==> src/rtl/core/feh_queue.sv <==
// Small FIFO between front and back end.
// Generic payload vector; no package dependencies.

module feh_queue #(
    parameter int W     = 12,
    parameter int DEPTH = 2
) (
    input  logic         aclk,
    input  logic         aresetn,
    input  logic         push,
    input  logic [W-1:0] push_data,
    input  logic         pop,
    output logic         full,
    output logic         not_empty,
    output logic [W-1:0] head
);
    localparam int PTR_W = (DEPTH > 1) ? $clog2(DEPTH) : 1;
    localparam int CNT_W = $clog2(DEPTH + 1);

    logic [W-1:0]     slots_reg [DEPTH];
    logic [PTR_W-1:0] wr_ptr_reg, wr_ptr_next;
    logic [PTR_W-1:0] rd_ptr_reg, rd_ptr_next;
    logic [CNT_W-1:0] fill_reg, fill_next;

    assign full      = (fill_reg == CNT_W'(DEPTH));
    assign not_empty = (fill_reg != '0);
    assign head      = slots_reg[rd_ptr_reg];

    always_comb begin
        wr_ptr_next = wr_ptr_reg;
        rd_ptr_next = rd_ptr_reg;
        fill_next   = fill_reg;
        if (push) begin
            wr_ptr_next = (wr_ptr_reg == PTR_W'(DEPTH - 1)) ? '0 : wr_ptr_reg + 1'b1;
        end
        if (pop) begin
            rd_ptr_next = (rd_ptr_reg == PTR_W'(DEPTH - 1)) ? '0 : rd_ptr_reg + 1'b1;
        end
        if (push && !pop) begin
            fill_next = fill_reg + 1'b1;
        end else if (pop && !push) begin
            fill_next = fill_reg - 1'b1;
        end
    end

    always_ff @(posedge aclk) begin
        if (!aresetn) begin
            wr_ptr_reg <= '0;
            rd_ptr_reg <= '0;
            fill_reg   <= '0;
        end else begin
            wr_ptr_reg <= wr_ptr_next;
            rd_ptr_reg <= rd_ptr_next;
            fill_reg   <= fill_next;
        end
    end

    always_ff @(posedge aclk) begin
        if (push) slots_reg[wr_ptr_reg] <= push_data;
    end

endmodule

==> config.mk <==
export PLATFORM = sky130hd
export DESIGN_NAME = feh_queue
export DESIGN_NICKNAME = d
export VERILOG_FILES = /design/src/rtl/core/feh_queue.sv
export SDC_FILE = /design/constraint.sdc
export NUM_CORES = 1
export LEC_CHECK = 0
export BUFFER_PORTS_ARGS = -buffer_cell sky130_fd_sc_hd__buf_2
export CAP_MARGIN = 0
export CORE_UTILIZATION = 29
export DETAILED_ROUTE_END_ITERATION = 7
export GPL_TIMING_DRIVEN = 0
export PLACE_DENSITY = 0.51
export SKIP_LAST_GASP = 1
export SLEW_MARGIN = 20
export SYNTH_ARGS = -nofsm -noshare
export SYNTH_HDL_FRONTEND = slang
export SYNTH_SLANG_ARGS = --single-unit
==> constraint.sdc <==
create_clock -name aclk -period 3.8 [get_ports aclk]
set_input_delay 0.19 -clock aclk [delete_from_list [all_inputs] [get_ports aclk]]
set_output_delay 0.19 -clock aclk [all_outputs]
set_load 0.005 [all_outputs]
== Yosys cells after proc, flatten, opt, wreduce, memory -nomap -nowiden ==
Memory sizes are Yosys's and may differ from the RTL's. A register that Yosys moved wholly into a read port is not among the register bits.
Index checks and enable logic that the tools add are counted.

* Equal/unequal tests: 1
* Reductions and logical operators: 6
* $add $sub $neg: 4
* Multiplexer cells: 8

{| class="wikitable"
|+ Operator list
! kind !! number
|-
| $mux 1 || 6
|-
| $mux 2 || 2
|-
| $reduce_bool 2->1 || 2
|-
| $add 1x1->1 const B || 2
|-
| $add 2x1->2 const B || 1
|-
| $eq 2x2->1 const B || 1
|-
| $logic_and 1x1->1 || 2
|-
| $logic_not 1->1 || 2
|-
| $sub 2x1->2 const B || 1
|}

* Input port bits: 16
* Output and inout bits: 14
* RAM bits: 24
* Memories kept: 1
* Flip-flop bits (word level): 4
* Logic and storage cells: 23

{| class="wikitable"
|+ Memories
! name !! depth !! width !! read ports !! clocked after Yosys merged registers in !! write ports !! RTL line !! text
|-
| slots_reg || 2 || 12 || 1 || 1 || 1 || 20 || <nowiki>logic [W-1:0] slots_reg [DEPTH];</nowiki>
|}

== Longest topological paths before layout ==
* Depth after elaboration: 4
* Depth in mapped cells: 5
* Gate-level depth less buffers: 5

== Worst setup path after synthesis ==
OpenSTA, ideal clock, no wires.

* Path type: flip-flop to flip-flop
* Start: register wr_ptr_reg
* End: memory slots_reg[0][0] (enable)
* Data arrival time: 0.903 ns
* Required time: 3.417 ns
* Stages on the path, launching flop included: 2
* Setup time: 0.383 ns
* Setup slack: 2.513 ns
* Cell sequence: dfxtp_1 nor2b_1

{| class="wikitable"
|+ RTL lines
! element !! RTL line !! text
|-
| start: declaration || 21 || <nowiki>logic [PTR_W-1:0] wr_ptr_reg, wr_ptr_next;</nowiki>
|-
| start signal: assignment || 52 || <nowiki>wr_ptr_reg <= wr_ptr_next;</nowiki>
|-
| end: declaration || 20 ||
|}

Straight into the memory's write port.

==> flow_summary.ini <==
[critical_path]
end_kind = output port
reg2reg_to = slots_reg[0][10]
worst-r2r-cell-count = 1
max_stage_delay_ps = 360
worstSetupPathType = reg -> out
crit_chain = buf_2 > mux2_2 > buf_2
cp-start-kind = flop
arrival_ps = 1400
worstPathMaxFanout = 10
crit_top_cell = buf_2
worstSetupEndpoint = head[6]
cp_data_required_time_ps = 3610
cp_slowest_cell = mux2_2
r2r-start = wr_ptr_reg
r2r_setup_slack_ps = 2540

[route]
wl_mm = 1.686
vias = 592
ant_nets = 0
wl_per_cell_um = 11.87
first_pass_iters = 3
drt_iter0_drc = 9
drc = 0
via_per_inst = 4.169

[power]
p_per_area_nw_per_um2 = 534.5
peakVddDrop_mv = 0.3239
power_leakage_uw = 0.0005461

[cells_and_area]
area_growth_pct = 28.79
drive_above_1_share_pct = 53.13
antenna_cells = 0
largest_reg_flops = 24
fin_util_pct = 40.49
fin_area_sq_um = 1394
nNetsFinal = 112
fillers = 343

[timing]
clock_skew_ps = 3.185
maxSlewViolCount = 0
hold_ws_ps = 102.8
post-route-period-util_pct = 41.79
rsz0062_at_grt = false
worst_pin_slew_ps = 690.8
max-slew-margin-rel_pct = 53.74
hold_viol = 0
finalSetupViolations = 0
fmax_mhz = 629.7
period_minus_slack_ps = 1588
tns_ps = 0

[clock_network]
holdBufCountCts = 0
tritoncts = yes
cts_resized = 0
root_buffer = clkbuf_8
clk_pin_slew_worst_paths_ps = 60
insertion_delay_ps = 270
h-tree-depth = 2
clk_path_buf_depth = 2
cts_inserted_buffers = 5
clock_sinks = 29
cts_setup_buffers = 0

[synthesis]
ys_seq_area_share_pct = 75.84
synth_area_per_cell_sq_um = 18.34
synth.net_count = 76
ys_seq_elements = 29
synth_area_leaders = edfxtp_1, mux2_2, dfxtp_1, and2_1, xor2_1
syn-cell-area_sq_um = 1082
ys_types = 16
synth_top_area_share_pct = 66.59
syn_inst = 59
synth_area_leader_cell = edfxtp_1
yosys_warnings = 0

[place]
io_buffers = 29
globalplace.congestion = 0.6182
placed_cell_area_sq_um = 1287
hpwl_mm = 1.147

[grt]
grt_overflow_total = 0
grt_first_pass_wirelength_mm = 2.739
grt_pass1_vias = 627
grt_util_all_layers_pct = 9.616
grt_max_degree = 14
antenna_found_initial = 0

[die]
pin_count = 30
dieArea_sq_um = 3980
fp.dieH_um = 63.09
placeableCoreArea_sq_um = 3442
die_x_um = 63.09
initial_utilization_pct = 31.44
fp-row-count = 21

[job]
cap_violations = 0

[hold_path]
min_path_type = in -> reg

[status]
status = complete, no violations
## metrics by stage
stage               instances  setup slack [ps]  total power (uW)
floorplan                  59              2513             420.5
global placement          134              2123             452.4
detailed placement        134              2474             455.6
CTS                       142              2168             756.1
global route              142              2105             773.4
finish                    142              2212             745.0
## cell families (layout without fill, tap and decap cells)
| family | after synthesis | in the layout | share of synthesized area (%) |
|---|---|---|---|
| muxes | 12 | 12 | 12.49 |
| xor gates and xnor gates | 3 | 3 | 2.428 |
| adders and majority gates | 1 | 1 | 1.156 |
| and+or+nand+nor | 9 | 9 | 5.434 |
| AOI/OAI and AO/OA | 3 | 3 | 1.850 |
| DFF | 29 | 29 | 75.84 |
| buffers and inverters | 2 | 39 | 0.8085 |
## where the power goes
group	switching (uW)	internal [uW]	leakage [uW]	total [uW]
Combinational	32.4	41.7	0.000226	74.2
Sequential	7.54	366	0.000267	373
Clock	105	193	0.0000528	298
Total	145	600	0.000546	745
## placed cells by master (no fill, tap or decap), drive strengths merged
cell,Yosys,layout
bufinv,0,1
clkbuf,0,6
a21boi,1,1
and2b,1,1
buf,1,30
xnor2,1,1
o21ai,1,1
clkinv,0,1
and2,4,4
nor2b,2,2
ha,1,1
edfxtp,24,24
or2,1,1
xor2,2,2
dfxtp,5,5
inv,1,1
mux2,12,12
o21a,1,1
or3,1,1
## critical path: cells and delay by family (launching register included)
kind     cells  cell delay [ps]
buf+inv      2              400
flops        1              350
mux          1              360
## cells in the mapped netlist
master     n
edfxtp_1  24
mux2_2    12
dfxtp_1    5
and2_1     4
nor2b_1    2
xor2_1     2
a21boi_1   1
and2b_2    1
buf_2      1
ha_1       1
inv_1      1
o21a_1     1
o21ai_0    1
or2_2      1
or3_1      1
xnor2_1    1
## worst min-delay path by stage
stage | startpoint | endpoint | slack (ps) | cells past startpoint
finish | push_data[5] | slots_reg[0][5] | 100 | 1
global route | push_data[7] | slots_reg[0][7] | 100 | 1
CTS | push_data[8] | slots_reg[0][8] | 100 | 1
detailed placement | push_data[8] | slots_reg[0][8] | 380 | 1
global placement | push_data[0] | slots_reg[0][0] | 380 | 1
floorplan | push_data[0] | slots_reg[0][0] | 290 | 0
## area by class of cell
| cell class | instances | area [sq um] | area share (%) |
|---|---|---|---|
| repair buffers | 29 | 145.1 | 10.41 |
| multi-input cells | 28 | 255.2 | 18.31 |
| clock inverters | 2 | 33.78 | 2.424 |
| inverters | 1 | 3.754 | 0.2693 |
| plain buffers | 1 | 5.005 | 0.3591 |
| well taps | 46 | 57.56 | 4.129 |
| flip-flops and latches | 29 | 820.8 | 58.89 |
| clock buffers | 6 | 72.57 | 5.206 |
## per-layer routing
layer / track usage [%] / wire (um) / vias to the layer above
met5: 0 / 0 / -
met4: 6.105 / 43 / 0
met3: 4.710 / 144 / 7
met2: 15.05 / 796 / 24
met1: 10.27 / 701 / 273
li1: - / - / 288
Note: power is estimated with default switching activity, not from simulation.
