==> config.mk <==
export PLATFORM = sky130hd
export DESIGN_NAME = feh_front
export DESIGN_NICKNAME = d
export VERILOG_FILES = /design/src/rtl/core/feh_pkg.sv /design/src/rtl/core/feh_front.sv
export SDC_FILE = /design/constraint.sdc
export NUM_CORES = 1
export LEC_CHECK = 0
export BUFFER_PORTS_ARGS = -buffer_cell sky130_fd_sc_hd__buf_4
export CAP_MARGIN = 20
export CORE_ASPECT_RATIO = 0.6
export CORE_UTILIZATION = 52
export DETAILED_ROUTE_END_ITERATION = 12
export PLACE_DENSITY = 0.85
export SLEW_MARGIN = 10
export SYNTH_ARGS = -nofsm -noshare
export SYNTH_HDL_FRONTEND = slang
export SYNTH_SLANG_ARGS = --single-unit
==> constraint.sdc <==
create_clock -name vclk -period 10.5
set_input_delay 2.1 -clock vclk [all_inputs]
set_output_delay 2.1 -clock vclk [all_outputs]
set_load 0.1 [all_outputs]
==> src/rtl/core/feh_pkg.sv <==
// Shared types and constants for the float exponent histogram.
// Used by every module under rtl/core except feh_queue; no dependencies of its own.

package feh_pkg;

    // Default configuration handed to the top-level parameters
    localparam int DEF_NUM_SIGNALS = 16;
    localparam int DEF_NUM_BINS    = 100;
    localparam int DEF_EXP_OFFSET  = 50;
    localparam int DEF_COUNT_WIDTH = 64;

    // Field widths on the stream ports
    localparam int SIG_FW    = 4;
    localparam int VAL_FW    = 32;
    localparam int SLOT_FW   = 7;
    localparam int BIN_FW    = 7;
    localparam int CNT_FW    = 64;
    localparam int S_TDATA_W = 48;   // 43 bits of fields, padded to 6 bytes
    localparam int M_TDATA_W = 72;   // 71 bits of fields, padded to 9 bytes

    // Depth of the queue between front and back
    localparam int QUEUE_DEPTH = 2;

    // Request kinds carried on s_tuser
    localparam logic CMD_TALLY = 1'b0;
    localparam logic CMD_READ  = 1'b1;

    // Counter categories
    typedef enum logic [1:0] {
        CAT_BIN  = 2'd0,
        CAT_ZERO = 2'd1,
        CAT_LOW  = 2'd2,
        CAT_HIGH = 2'd3
    } cat_t;

    // Decoded request, passed front -> queue -> back
    typedef struct packed {
        logic              tally;   // increment the counter
        logic              access;  // counter exists (valid signal and slot)
        cat_t              cat;
        logic [BIN_FW-1:0] bin;
    } op_info_t;

endpackage

==> src/rtl/core/feh_front.sv <==
// Front end: takes stream requests, classifies the float and forms the
// counter address. Depends on feh_pkg.

module feh_front #(
    parameter int NUM_SIGNALS = 16,
    parameter int NUM_BINS    = 100,
    parameter int EXP_OFFSET  = 50,
    parameter int ADDR_W      = 11
) (
    input  logic                          s_tvalid,
    output logic                          s_tready,
    input  logic [feh_pkg::S_TDATA_W-1:0] s_tdata,
    input  logic                          s_tuser,
    input  logic                          q_full,
    input  logic                          busy,
    output logic                          push,
    output feh_pkg::op_info_t             info,
    output logic [ADDR_W-1:0]             addr
);
    import feh_pkg::*;

    localparam int NUM_SLOTS = NUM_BINS + 3;
    localparam int SLOT_W    = $clog2(NUM_SLOTS);
    localparam int IDX_W     = 10;
    localparam logic signed [IDX_W-1:0] OFF_S = IDX_W'(EXP_OFFSET);
    localparam logic signed [IDX_W-1:0] NB_S  = IDX_W'(NUM_BINS);

    logic [SIG_FW-1:0]  sig;
    logic [VAL_FW-1:0]  bits;
    logic [SLOT_FW-1:0] rd_slot;
    logic               cmd;

    logic [7:0]               ex;
    logic [22:0]              man;
    logic [4:0]               msb_pos;
    logic signed [IDX_W-1:0]  expo;
    logic signed [IDX_W-1:0]  idx;

    cat_t              t_cat, r_cat;
    logic [BIN_FW-1:0] t_bin, r_bin;
    logic [SLOT_W-1:0] t_slot, r_slot, slot;
    logic              sig_ok, slot_ok;

    assign sig     = s_tdata[SIG_FW-1:0];
    assign bits    = s_tdata[SIG_FW +: VAL_FW];
    assign rd_slot = s_tdata[SIG_FW+VAL_FW +: SLOT_FW];
    assign cmd     = s_tuser;

    assign s_tready = !q_full && !busy;
    assign push     = s_tvalid && s_tready;

    assign ex  = bits[30:23];
    assign man = bits[22:0];

    // highest set mantissa bit, for subnormals
    always_comb begin
        msb_pos = '0;
        for (int i = 0; i < 23; i++) begin
            if (man[i]) msb_pos = 5'(i);
        end
    end

    assign expo = (ex != 8'd0) ? $signed({2'b00, ex}) - 10'sd127
                               : $signed({5'b00000, msb_pos}) - 10'sd149;
    assign idx  = expo + OFF_S;

    // tally classification
    always_comb begin
        t_cat  = CAT_BIN;
        t_bin  = idx[BIN_FW-1:0];
        t_slot = SLOT_W'(idx[IDX_W-2:0]);
        if (ex == 8'hFF) begin
            t_cat = CAT_HIGH;
        end else if (ex == 8'd0 && man == 23'd0) begin
            t_cat = CAT_ZERO;
        end else if (idx[IDX_W-1]) begin
            t_cat = CAT_LOW;
        end else if (idx >= NB_S) begin
            t_cat = CAT_HIGH;
        end
        case (t_cat)
            CAT_ZERO: t_slot = SLOT_W'(NUM_BINS);
            CAT_LOW:  t_slot = SLOT_W'(NUM_BINS + 1);
            CAT_HIGH: t_slot = SLOT_W'(NUM_BINS + 2);
            default:  ;
        endcase
        if (t_cat != CAT_BIN) t_bin = '0;
    end

    // read slot decode; slot numbering matches the address layout
    assign slot_ok = 32'(rd_slot) <= 32'(NUM_BINS + 2);
    assign r_slot  = SLOT_W'(rd_slot);

    always_comb begin
        r_cat = CAT_BIN;
        r_bin = '0;
        if (!slot_ok) begin
            r_cat = CAT_BIN;
        end else if (32'(rd_slot) < 32'(NUM_BINS)) begin
            r_bin = rd_slot;
        end else if (32'(rd_slot) == 32'(NUM_BINS)) begin
            r_cat = CAT_ZERO;
        end else if (32'(rd_slot) == 32'(NUM_BINS + 1)) begin
            r_cat = CAT_LOW;
        end else begin
            r_cat = CAT_HIGH;
        end
    end

    assign sig_ok = 32'(sig) < 32'(NUM_SIGNALS);
    assign slot   = (cmd == CMD_TALLY) ? t_slot : r_slot;

    always_comb begin
        info.tally  = (cmd == CMD_TALLY);
        info.access = sig_ok && (cmd == CMD_TALLY || slot_ok);
        info.cat    = (cmd == CMD_TALLY) ? t_cat : r_cat;
        info.bin    = (cmd == CMD_TALLY) ? t_bin : r_bin;
    end

    // address = signal * slots_per_signal + slot
    assign addr = info.access
                ? ADDR_W'(ADDR_W'(sig) * ADDR_W'(NUM_SLOTS) + ADDR_W'(slot))
                : '0;

endmodule

Word-level counts from Yosys, hierarchy flattened
Index checks and enable logic that the tools add are counted.
{ "op_classes": {"n_bitwise": 1, "muxes": 39, "n_mul": 1, "reduce_logical": 10, "n_addsub": 4, "eq_ne": 6, "order_cmp": 3} }
{ "op_table": {"columns": ["operator", "count"], "rows": [
  ["two-way mux 5 bit", 20],
  ["two-way mux 7 bit", 5],
  ["logical NOT 23 bit", 1],
  ["one-hot mux 7 bit (3 select lines)", 1],
  ["two-way mux 2 bit", 9],
  ["equality test 7 bit (second input constant)", 2],
  ["adder 11 x 7 -> 11 bit", 1],
  ["multiplier 4 x 7 -> 11 bit (second input constant)", 1],
  ["two-way mux 11 bit", 1],
  ["adder 10 x 7 -> 10 bit (second input constant)", 1],
  [">= comparator 10 x 8 -> 1 bit (second input constant)", 1],
  ["two-way mux 10 bit", 1],
  ["subtractor 5 x 8 -> 9 bit (second input constant)", 1],
  ["subtractor 8 x 7 -> 9 bit (second input constant)", 1],
  ["equality test 8 bit (second input constant)", 1],
  ["logical NOT 8 bit", 1],
  ["nonzero test 8 bit", 1],
  ["less-or-equal comparator 7 bit (second input constant)", 1],
  ["< comparator 7 bit (second input constant)", 1],
  ["equality test 2 bit (second input constant)", 2],
  ["logical AND 1 bit", 3],
  ["equality test 2 x 1 -> 1 bit (second input constant)", 1],
  ["logical NOT 1 bit", 2],
  ["two-way mux 1 bit", 2],
  ["other kinds (3)", 3]
]} }
{ "totals": {"inputBits": 52, "register_bits": 0, "elab_cells": 64} }

Depth between registers and ports, before layout
{ "depth": {"word_depth": 35, "mapped_depth": 30, "depth_no_buf": 29} }

Least setup slack after synthesis
No wires, ideal clock.
{ "synth_timing": {"kind": "input-to-output", "from": "input s_tdata[17] (netlist name)", "to": "output addr[8]", "arrival_ps": 9093, "required_time_ps": 8400, "stages": 27, "setup_slack_ps": -693, "n_path_buf": 1, "cell_sequence": "nor3b_1 or4_1 a21oi_1 o21a_1 or2_2 ha_1 nor2_1 a32o_1 nor3_1 ha_1 a41oi_1 xor2_1 a311oi_2 a31oi_4 nor4_4 buf_6 a2bb2oi_1 fa_1 ha_1 a21o_1 a21oi_1 o21bai_1 a21oi_1 o21bai_1 a21oi_1 nor2b_1 nor3_1"} }
{ "synth_via": {"elab_chain_len": 23, "elab_cells_between_ends": 27} }
{ "synth_rtl": {"columns": ["element", "line", "rtl"], "rows": [
  ["start, declared", "feh_front.sv:12", "input logic [feh_pkg::S_TDATA_W-1:0] s_tdata,"],
  ["two-way mux 5 bit (10 in series)", "feh_front.sv:59", "if (man[i]) msb_pos = 5'(i);"],
  ["subtractor 5 x 8 -> 9 bit", "feh_front.sv:64", ": $signed({5'b00000, msb_pos}) - 10'sd149;"],
  ["two-way mux 10 bit", "feh_front.sv:63", "assign expo = (ex != 8'd0) ? $signed({2'b00, ex}) - 10'sd127"],
  ["adder 10 x 7 -> 10 bit", "feh_front.sv:65", "assign idx = expo + OFF_S;"],
  [">= comparator 10 x 8 -> 1 bit", "feh_front.sv:78", "end else if (idx >= NB_S) begin"],
  ["two-way mux 2 bit", "feh_front.sv:78", null],
  ["two-way mux 2 bit", "feh_front.sv:76", "end else if (idx[IDX_W-1]) begin"],
  ["two-way mux 2 bit", "feh_front.sv:74", "end else if (ex == 8'd0 && man == 23'd0) begin"],
  ["two-way mux 2 bit", "feh_front.sv:72", "if (ex == 8'hFF) begin"],
  ["equality test 2 bit or equality test 2 x 1 -> 1 bit (tied branches)", "feh_front.sv:81", "case (t_cat)"],
  ["one-hot mux 7 bit (3 select lines) *", "feh_front.sv:81", null],
  ["two-way mux 7 bit *", "feh_front.sv:111", "assign slot = (cmd == CMD_TALLY) ? t_slot : r_slot;"],
  ["adder 11 x 7 -> 11 bit *", "feh_front.sv:122", "? ADDR_W'(ADDR_W'(sig) * ADDR_W'(NUM_SLOTS) + ADDR_W'(slot))"],
  ["two-way mux 11 bit *", "feh_front.sv:122", null],
  ["end, declared", "feh_front.sv:18", "output logic [ADDR_W-1:0] addr"]
]} }
Every way passes the cells marked *; elsewhere a longest branch is shown, timed or not.

Worst setup path in the final report
{ "layout_timing": {"from": "input s_tdata[17] (netlist name)", "to": "output addr[9]"} }
Same word-level chain as after synthesis.

==> impl_summary.txt <==
----------------------------------------------------
[Min path]
  Worst hold-check path type ... in -> out

[Die]
  Die outline width ... 79.5 µm
  Number of top-level pins ... 76
  Starting density of the core ... 56.0%
  Standard-cell row count ... 16
  CORE AREA ... 0.00334 mm²
  Die ar. ... 0.00385 mm²
  Floorplan die height ... 48.5 µm

[Critical path]
  Worst EP arrival ... 8100 ps
  Data required, critical path ... 8400 ps
  Critical path depth in cells ... 32
  Cell mode on critical path ... sky130_fd_sc_hd__a21oi_1
  Path type of the worst setup path ... in -> out
  Critical Path End Type ... output port
  Critical path peak fanout ... 8
  Top Family by Delay on Critical Path ... compound AO/OA/AOI/OAI gates
  Crit-path max cell delay ... 480 ps
  End point of the critical path ... addr[9]
  Buffer and inverter count on the worst path ... 4
  Master of the slowest instance on the critical path ... sky130_fd_sc_hd__or4_1
  Startpoint type of the worst setup path ... primary input
  Critical path startpoint ... s_tdata[17]

[Finish]
  Diodes inserted ... 0
  Num sequential ... 0
  Count of clock-net buffers in the final layout ... 0
  Number of fill cells ... 235
  Relative area change from synthesis to final layout ... 39.6%
  Register area ... 0 µm²
  Layout cell share with drive strength beyond 1 ... 34.0%
  Fin nets ... 416

[Timing]
  Timing-limited maximum frequency ... 0.0981 GHz
  Slew @ Worst Pin ... 661 ps
  Tightest hold margin ... 4540 ps
  Crit path setup slack, layout ... 303 ps
  Hold Violations, Final ... 0
  Post-route fraction of the period consumed by the critical path ... 97.1%
  Final count of pins violating max slew ... 0
  Slew headroom ... 55.5%
  Final worst path period need ... 10,200 ps
  Final setup violation count ... 0

[Logic synthesis]
  Post-synthesis sequential area ratio ... 0%
  Post-Synthesis Net Count ... 335
  Synth Warn # ... 0
  Cell with the most instances after synthesis ... sky130_fd_sc_hd__inv_1
  Cell area after synthesis ... 0.00187 mm²
  Count of mapped cells out of synthesis ... 250
  Avg Inst Size Synth ... 7.49 µm²
  Unique cell type count in the Yosys netlist ... 61
  Area share of the leading cell type in the synthesized netlist ... 16.7%
  Commonest cells in the netlist ... 33 x sky130_fd_sc_hd__inv_1, 25 x sky130_fd_sc_hd__ha_1, 21 x sky130_fd_sc_hd__nor2_1, 15 x sky130_fd_sc_hd__nor3_1, 15 x sky130_fd_sc_hd__xnor2_1
  Cell types with the largest area share after synthesis ... sky130_fd_sc_hd__ha_1 17%, sky130_fd_sc_hd__fa_1 8.6%, sky130_fd_sc_hd__xnor2_1 7.0%
  Cell type with the largest total area after synthesis ... sky130_fd_sc_hd__ha_1

[GRT]
  Largest net degree at the start of global routing ... 14
  Vias in the first global route ... 2,017
  Remaining global-route overflow ... 0
  Antenna violations before repair ... 0
  Wire length of the first global-routing pass ... 9490 µm
  Total GRT Usage ... 30.9%

[Pwr]
  Highest ir drop seen on vdd ... 0.251 mV
  Leak ... 1.25 nW
  Power density cells ... 149 mW/mm²

[Placement]
  Half-perimeter wire length of the detailed placement result ... 4910 µm
  Worst setup slack before clock tree synthesis ... 71.7 ps
  Number of buffers inserted by port buffering ... 70
  Final weighted congestion in routability-driven placement ... 0.956

[Routing]
  DR iter-0 viols ... 260
  First drt pass iteration count ... 5
  Routed wire per std cell ... 16.2 µm
  DRC violations left ... 0
  Vias per cell ... 6.28
  Vias after detailed routing ... 2,349
  WL final ... 6070 µm
  Final antenna-violating net count ... 0

[Status]
  Run status ... finished, final reports clean

[Flow run]
  Max-cap check violation count ... 0

----------------------------------------------------
timing repair:
action                     4_1_cts  5_1_grt
resized for setup                0       19
setup endpoints to repair        0        4
hold buffers                     0        0
buffers inserted                 0        6
cell families after synthesis:
| logic type | synth area share [%] |
|---|---|
| xor gates and xnor gates | 9.35 |
| buffers and inverters | 9.02 |
| adders and majority gates | 25.3 |
| AOI/OAI and AO/OA | 27.1 |
| and+or+nand+nor | 29.3 |
how the worst min path moves through the flow:
stage / start / endpoint / slack, ps / cells after the start
finish: busy / s_tready / 4540 / 3
global route: busy / s_tready / 4540 / 3
CTS: busy / s_tready / 4540 / 3
detailed placement: busy / s_tready / 4540 / 3
global placement: busy / s_tready / 4530 / 3
floorplan: busy / s_tready / 4540 / 1
routing by layer:
metal | up-vias | GRT usage (%) | wire [µm]
met5 | - | 0 | 0
met4 | 0 | 1.52 | 41
met3 | 7 | 6.98 | 770
met2 | 164 | 41.6 | 2370
met1 | 1086 | 50.4 | 2890
li1 | 1092 | - | -
placed cells by master (no fill, tap or decap), types with 3 or more instances in the layout:
cell                       synthesis  final
sky130_fd_sc_hd__xnor2_1          15     14
sky130_fd_sc_hd__and2_1            3      3
sky130_fd_sc_hd__nor4_2            1      3
sky130_fd_sc_hd__ha_1             25     23
sky130_fd_sc_hd__a21o_1            3      3
sky130_fd_sc_hd__nand2_1           4      4
sky130_fd_sc_hd__nor3_1           15     13
sky130_fd_sc_hd__a22o_1            5      5
sky130_fd_sc_hd__a21oi_1          13     10
sky130_fd_sc_hd__buf_4             0     83
sky130_fd_sc_hd__nand3_1           9      9
sky130_fd_sc_hd__a21oi_2           0      3
sky130_fd_sc_hd__inv_1            33     33
sky130_fd_sc_hd__nor2_1           21     19
sky130_fd_sc_hd__and4_1            3      3
sky130_fd_sc_hd__fa_1              8      8
sky130_fd_sc_hd__xor2_1            5      5
sky130_fd_sc_hd__nor2b_1           7      7
sky130_fd_sc_hd__o21ai_0           4      3
sky130_fd_sc_hd__a32o_1            4      4
sky130_fd_sc_hd__or4_1             4      4
sky130_fd_sc_hd__nor4_1           10      7
sky130_fd_sc_hd__nand2b_1          3      3
sky130_fd_sc_hd__o21bai_1          4      3
per-stage QoR:
stage | power (W) | util (%) | TNS (ps) | instances | cell area [µm²]
2_1_floorplan | 0.000284 | - | -137 | 250 | 1880
3_3_place_gp | 0.000367 | 74.4 | 0 | 368 | 2490
3_5_place_dp | 0.000371 | 74.4 | 0 | 368 | 2490
4_1_cts | 0.000372 | 74.4 | 0 | 368 | 2490
5_1_grt | 0.000414 | 78.2 | -72.0 | 374 | 2620
6_report | 0.000391 | 78.2 | 0 | 374 | 2620
report_power, final:
group	total [W]	leakage, nW	internal [W]	switching [W]
clock	0	0	0	0
combinational	0.000391	1.25	0.000115	0.000276
sequential	0	0	0	0
cell type report:
cell class,instances,area [µm²],area share (%)
multi-input combinational,211,1780,67.9
timing repair buffer,85,658,25.2
inverter,33,124,4.74
tap,45,56.3,2.15
No activity file was read; power rests on OpenSTA's default activity.
